===== config.mk =====
export PLATFORM = sky130hd
export DESIGN_NAME = qm_ram
export DESIGN_NICKNAME = d
export VERILOG_FILES = /design/src/hw/rtl/qm_ram.sv
export SDC_FILE = /design/constraint.sdc
export NUM_CORES = 1
export LEC_CHECK = 0
export BUFFER_PORTS_ARGS = -buffer_cell sky130_fd_sc_hd__buf_4
export CAP_MARGIN = 20
export CORE_MARGIN = 5
export CORE_UTILIZATION = 25
export CTS_CLUSTER_DIAMETER = 30
export CTS_CLUSTER_SIZE = 8
export DETAILED_ROUTE_END_ITERATION = 7
export PLACE_DENSITY = 0.47
export SYNTH_ARGS = -nofsm -noshare
export SYNTH_HDL_FRONTEND = slang
export SYNTH_SLANG_ARGS = --single-unit

===== constraint.sdc =====
create_clock -name clk -period 2.7 [get_ports clk]
set_input_delay 0.81 -clock clk [delete_from_list [all_inputs] [get_ports clk]]
set_output_delay 0.81 -clock clk [all_outputs]
set_load 0.01 [all_outputs]

===== src/hw/rtl/qm_ram.sv =====
// Generic memory with one write port and one registered read port.
module qm_ram #(
	parameter int WIDTH = 8,
	parameter int DEPTH = 16
) (
	input  logic                     clk,
	input  logic                     we,
	input  logic [$clog2(DEPTH)-1:0] waddr,
	input  logic [WIDTH-1:0]         wdata,
	input  logic [$clog2(DEPTH)-1:0] raddr,
	output logic [WIDTH-1:0]         rdata
);

	logic [WIDTH-1:0] mem [DEPTH];

	// Write and registered read.
	always_ff @(posedge clk) begin
		if (we) begin
			mem[waddr] <= wdata;
		end
		rdata <= mem[raddr];
	end

endmodule


==> results of run 1 <==
==> cells in the final DEF (no fill, tap or decap), types with 4 or more instances in the layout <==
cell	Yosys	final
bufinv_16	0	5
edfxtp_1	128	128
nor3_1	4	4
a22oi_1	16	16
clkinvlp_4	0	4
nor2_1	13	13
clkinv_4	0	5
clkbuf_16	0	17
mux4_1	14	14
nand2_1	9	9
buf_4	1	48
mux4_2	18	18
dfxtp_1	8	8
==> cell type report <==
type	instances	area share
well taps	270	0.0525
repair buffers	49	0.0591
flip-flops and latches	136	0.622
multi-input cells	83	0.164
clock buffers	17	0.0661
clock inverters	15	0.0354
==> registers in the layout (all words and copies together), names as in the netlist <==
signal,count
mem,128
rdata,8
==> power breakdown <==
part	internal, W	leakage (nW)	total [W]	switching, W
Sequential	0.00236	1.22	0.00238	0.0000156
Combinational	0.000111	0.622	0.000243	0.000132
Clock	0.00164	0.303	0.00250	0.000861
==> layer usage <==
layer	wire length (µm)	vias to the layer above
met5	0	-
met4	93	0
met3	579	7
met2	4860	53
met1	5480	1246
li1	-	1090
==> through the flow <==
step                      area [µm²]  total power (W)
after floorplan                 5150          0.00254
after global placement          5780          0.00267
after detailed placement        5780          0.00267
after CTS                       6430          0.00517
after global routing            6430          0.00529
final                           6430          0.00512
==> how the worst min path moves through the flow <==
stage | from | cells past startpoint | slack (ns) | end
floorplan | mem[7][0] | 3 | 0.63 | rdata[0]
global placement | mem[7][2] | 3 | 0.65 | rdata[2]
detailed placement | mem[0][3] | 3 | 0.68 | rdata[3]
CTS | mem[4][2] | 3 | 0.69 | rdata[2]
global route | wdata[3] | 1 | 0.71 | mem[3][3]
finish | mem[4][2] | 3 | 0.69 | rdata[2]
==> cells by family (layout without fill, tap and decap cells) <==
kind of cell,Yosys count,in the layout,share of synthesized area
flops,136,136,0.778
simple gates,35,35,0.0318
compound gates,16,16,0.0233
buf+inv,10,81,0.0168
mux,32,32,0.150
==> worst reg2reg max path: cells and delay by family, from the launching register on <==
kind            cells  cell delay (ns)
compound gates      1             0.32
mux                 1             0.51
flops               1             0.35
simple gates        1             0.15
==> out/summary.txt, run 1 <==
Outcome - finished clean
Final period util - 0.720
Routing usage on met3 - 0.0334
Setup slack, reg-to-reg - 1.23 ns
Violation count after the first detailed-routing iteration - 169
Multi-input gate area - 1060 µm²
Worst Slack Setup Final - 0.756 ns
Cell types with the largest area share after synthesis - edfxtp_1 75%, mux4_2 7.9%, mux4_1 7.1%
Start point of the critical path - raddr[0]
Root Buffer Master - clkbuf_16
Final HPWL from detailed placement - 7.27 mm
Total via count after detailed routing - 2,396
I/O pins - 26
Met1 track demand over resource - 0.146
Final count of negative-setup-slack endpoints - 0
DRC violation count after routing - 0
Starting utilization of the core area - 0.254
Sequential fraction of the synthesis area - 0.778
Final antenna diode count - 0
Yosys top cell by area - edfxtp_1
Max FO, Critical Path - 18
Post-synthesis to final-layout area growth - 25.0%
CP Cell Sequence - buf_4 -> buf_12 -> buf_4 -> mux4_1 -> a22oi_1 -> nand2_1
Number of hold violations in the final report - 0
Leftover overflow at the end of global routing - 0
Most Used Layer, Global Route - met1
Number of H-tree levels - 4
Pins over their slew limit - 0
Wire length per cell - 19.3 µm
Clock slew at reported path FFs - 0.06 ns
Count of instances resized after the clock tree is built - 0
Hold buffers post-CTS - 0
Leading post-synthesis cells by instance count - 128 x edfxtp_1, 18 x mux4_2, 16 x a22oi_1
Final design utilization - 0.318
Routability congestion estimate from global placement - 0.717
Count of flip-flops with a built-in enable after synthesis - 128
Async set-reset flop share out of synthesis - 0
Deepest clock path buffer count - 2
Register cell area after layout - 4000 µm²
WHS - 0.686 ns
Die Area - 23,600 µm²
Accumulated negative setup slack - 0 ns
Most used DFF post-synth - edfxtp_1
Instance count of the mapped netlist - 229
Worst path most repeated cell - buf_4
Category of cells accounting for the largest share of critical-path delay - buffers and inverters
Path class of the lowest-slack min-delay path - register to register
Total placed cells including tap cells - 538
Fmax achieved - 514 MHz
Met2 usage in global routing - 0.135
Number of buffer and inverter stages on the critical path - 3
Via count of the first global-routing pass - 2,597
Leakage power total - 2.15 nW
Clk Latency, worst-skew pair - 0.41 ns
# fillers - 1,925
TritonCTS Buffers - 17
Slew Limit Headroom - 0.702
Chip width - 153 µm
Antenna violations before repair - 0
Reg2reg path depth - 3
Number of buffers added on ports - 25
Power density cells - 796 nW/µm²
Kind of critical path - primary input to register
Critical Path Sink - rdata[3]
Clock Skews - 0.00540 ns
Via/cell ratio - 4.20
Sink count of the clock tree - 136
Setup repair after global routing missed its margin - no
Maximum number of pins on one net before global-route repair - 29
Most instantiated library cell after synthesis - edfxtp_1
Post-synth net total - 247
Destination of the worst register-to-register timing path - rdata[1]
Number of stages on the worst setup path - 6
Slowest cell on the critical path - mux4_1
Worst reg2reg path startpoint - mem[9][1]
Max-capacitance violation count - 0
Post-place setup slack - 0.312 ns
Buffers inserted by post-CTS timing repair - 0
Post-Layout Cell Count - 570
Fraction of post-synthesis cell area in the top cell type by area - 0.747
Number of library cell types mapped by synthesis - 19
Worst endpoint required time - 2.99 ns
VDD IR max - 0.415 mV
Worst-margin pin slew - 0.447 ns
Fraction of layout instances using a drive strength above 1 - 0.330
Combined area of all synthesized cells - 5150 µm²
Number of storage elements in the synthesis netlist - 136
First-pass GRT wire length - 16.6 mm
TritonCTS clock tree - done
Post-route ant nets - 0
Cell row count - 52
Number of warnings issued by yosys - 0
Category of the worst setup path launch point - primary input
Arrival time at the worst endpoint - 2.23 ns
CORE AREA - 20,200 µm²
Overall Global Routing Usage - 0.0977
Post-layout minimum cycle time - 1.94 ns
Wire length reported by the detailed router - 11.0 mm
Fin nets - 305
Mean cell area of the mapped netlist - 22.5 µm²
Sort of element at the end of the critical path - register
Max stage delay on crit path - 0.55 ns
First-pass DRT Iterations - 4
DIE HEIGHT - 153 µm
Note: power is estimated with default switching activity, not from simulation.
==> run 2, diff against run 1 <==
--- a/config.mk
+++ b/config.mk
@@ -12,7 +12,7 @@
 export CTS_CLUSTER_DIAMETER = 30
 export CTS_CLUSTER_SIZE = 8
 export DETAILED_ROUTE_END_ITERATION = 7
-export PLACE_DENSITY = 0.47
+export PLACE_DENSITY = 0.49
 export SYNTH_ARGS = -nofsm -noshare
 export SYNTH_HDL_FRONTEND = slang
 export SYNTH_SLANG_ARGS = --single-unit
==> constraint.sdc (replaced) <==
create_clock -name clk -period 1.6 [get_ports clk]
set_input_delay 0.48 -clock clk [delete_from_list [all_inputs] [get_ports clk]]
set_output_delay 0.48 -clock clk [all_outputs]
set_load 0.01 [all_outputs]
==> run 2 against run 1 <==
Compared with the run above:
- routed wire length shrank 0.18%
- non-clock buffer count grew 14
- final cell count up 2.5%
- power is 60% higher
- core utilization increased by 0.44 points
- sequential share of layout area shrank 0.85 points
- register-to-register slack got worse by 1.1 ns
- worst hold slack got worse by 0.31 ns
- combinational power rose by 88%
- sequential power up 68%
- highest routed layer unchanged
- largest cell class unchanged
==> out/summary.txt, run 2 (same netlist as run 1, synthesis figures left out) <==
Outcome - finished clean
VDD IR max - 0.654 mV (+57%)
Accumulated negative setup slack - 0 ns (unchanged)
Sort of element at the end of the critical path - register
Final antenna diode count - 0 (unchanged)
Fin nets - 319 (+4.6%)
Leading cell types in the layout, fill and taps excluded - 128 x edfxtp_1, 59 x buf_4, 18 x mux4_2
CP Cell Sequence - buf_4 -> buf_12 -> mux4_1 -> a22oi_1 -> nand2_1
Clock slew at reported path FFs - 0.05 ns (about the same)
Path class of the lowest-slack min-delay path - primary input to register
Post-Layout Cell Count - 584 (+2.5%)
Post-synthesis to final-layout area growth - 26.7%
Max-capacitance violation count - 0 (unchanged)
Final HPWL from detailed placement - 7.43 mm (+2.1%)
Multi-input gate area - 1090 µm² (+3.0%)
Chip width - 153 µm (unchanged)
Total placed cells including tap cells - 552 (+2.6%)
Clk Latency, worst-skew pair - 0.42 ns (about the same)
First-pass GRT wire length - 16.7 mm (+0.50%)
Die Area - 23,600 µm² (unchanged)
Count of instances resized after the clock tree is built - 0 (unchanged)
DRC violation count after routing - 0 (unchanged)
Setup repair after global routing missed its margin - no
Antenna violations before repair - 0 (unchanged)
Category of cells accounting for the largest share of critical-path delay - multiplexers
Arrival time at the worst endpoint - 1.80 ns (-0.43 ns)
Sink count of the clock tree - 136 (unchanged)
Placed cell areas - 5950 µm² (+3.0%)
Leakage power total - 2.22 nW (+3.4%)
Post-route ant nets - 0 (unchanged)
Number of H-tree levels - 4 (unchanged)
Reg with most FFs - mem
TritonCTS clock tree - done
Worst Slack Setup Final - 0.0798 ns (-0.676 ns)
CORE AREA - 20,200 µm² (unchanged)
Register cell area after layout - 4000 µm² (unchanged)
Fmax achieved - 658 MHz
Deepest clock path buffer count - 2 (unchanged)
Fraction of layout instances using a drive strength above 1 - 0.373 (+0.0426)
Number of hold violations in the final report - 0 (unchanged)
# fillers - 1,918 (-0.36%)
Routability congestion estimate from global placement - 0.741 (+3.3%)
Leftover overflow at the end of global routing - 0 (unchanged)
Slowest cell on the critical path - mux4_1
DIE HEIGHT - 153 µm (unchanged)
Slew Limit Headroom - 0.494 (-0.208)
Final period util - 0.950
Number of buffers added on ports - 25 (unchanged)
Post-place setup slack - -0.329 ns (-0.641 ns)
Overall power consumption - 0.00818 W (+60%)
Number of buffer and inverter stages on the critical path - 2 (-1)
Kind of critical path - primary input to register
Clock Skews - 0.0182 ns (+0.0128 ns)
Number of flip-flops under the largest register name - 128 (unchanged)
TritonCTS Buffers - 17 (unchanged)
Top flop regs - mem (128), rdata (8)
Power density cells - 1250 nW/µm² (+58%)
Total via count after detailed routing - 2,483 (+3.6%)
Via count of the first global-routing pass - 2,665 (+2.6%)
Pins over their slew limit - 0 (unchanged)
Maximum number of pins on one net before global-route repair - 17 (-41%)
Final count of negative-setup-slack endpoints - 0 (unchanged)
Starting utilization of the core area - 0.254 (unchanged)
Root Buffer Master - clkbuf_16
Max stage delay on crit path - 0.55 ns (about the same)
Post-layout minimum cycle time - 1.52 ns
Wire length per cell - 18.8 µm (-2.6%)
Category of the worst setup path launch point - primary input
Via/cell ratio - 4.25 (+1.1%)
Layout Cell Area excl Fill - 6520 µm² (+1.4%)
I/O pins - 26 (unchanged)
Buffers inserted by post-CTS timing repair - 0 (unchanged)
Wire length reported by the detailed router - 11.0 mm (-0.18%)
First-pass DRT Iterations - 6 (+2)
Violation count after the first detailed-routing iteration - 160 (-5.3%)
Hold buffers post-CTS - 0 (unchanged)
Worst-margin pin slew - 0.758 ns (+0.311 ns)
Worst endpoint required time - 1.88 ns (-1.11 ns)
Commonest non-fill, non-tap cell in the layout - edfxtp_1
Max FO, Critical Path - 12 (-6)
Cell row count - 52 (unchanged)
Overall Global Routing Usage - 0.0982 (+0.000520)
## run 2: worst register-to-register path: cells and delay by family, from the launching register on
family / cells / cell delay, ns
AND/OR/NAND/NOR: 1 / 0.11
flip-flops: 1 / 0.38
AO/OA/AOI/OAI: 1 / 0.34
multiplexers: 1 / 0.46
## run 2: final cells by class
cell class,count,share of cell area
sequential,136,0.614
multi-input combinational,83,0.167
timing repair buffer,63,0.0802
clock buffer,22,0.0712
tap,270,0.0518
clock inverter,10,0.0159
## run 2: through the flow
step / hold WS (ns) / util
2_1_floorplan: 0.579 / -
3_3_place_gp: 0.656 / 0.294
3_5_place_dp: 0.664 / 0.294
4_1_cts: 0.375 / 0.322
5_1_grt: 0.389 / 0.322
6_report: 0.377 / 0.322
## run 2: power breakdown
| group | internal (W) | leakage, nW | switching, W | total [W] |
|---|---|---|---|---|
| logic | 0.000218 | 0.712 | 0.000239 | 0.000457 |
| registers | 0.00398 | 1.22 | 0.0000222 | 0.00401 |
| clock network | 0.00235 | 0.287 | 0.00136 | 0.00371 |
| total | 0.00656 | 2.22 | 0.00162 | 0.00818 |
## run 2: path summary, 6_finish.rpt
kind | start | to | slack, ns | cells past startpoint
worst max-delay path | raddr[0] | rdata[5] | 0.08 | 5
worst min-delay path | wdata[6] | mem[2][6] | 0.38 | 1
worst max register to register | mem[2][4] | rdata[4] | 0.16 | 3
worst min register to register | mem[15][3] | rdata[3] | 0.67 | 3
## run 2: layer usage
metal  part of all wire  vias to the layer above  global-route usage
met5                  0                        -                   0
met4              0.012                        0              0.0366
met3              0.036                       10              0.0340
met2               0.49                       44               0.149
met1               0.46                     1308               0.131
li1                   -                     1121                   -
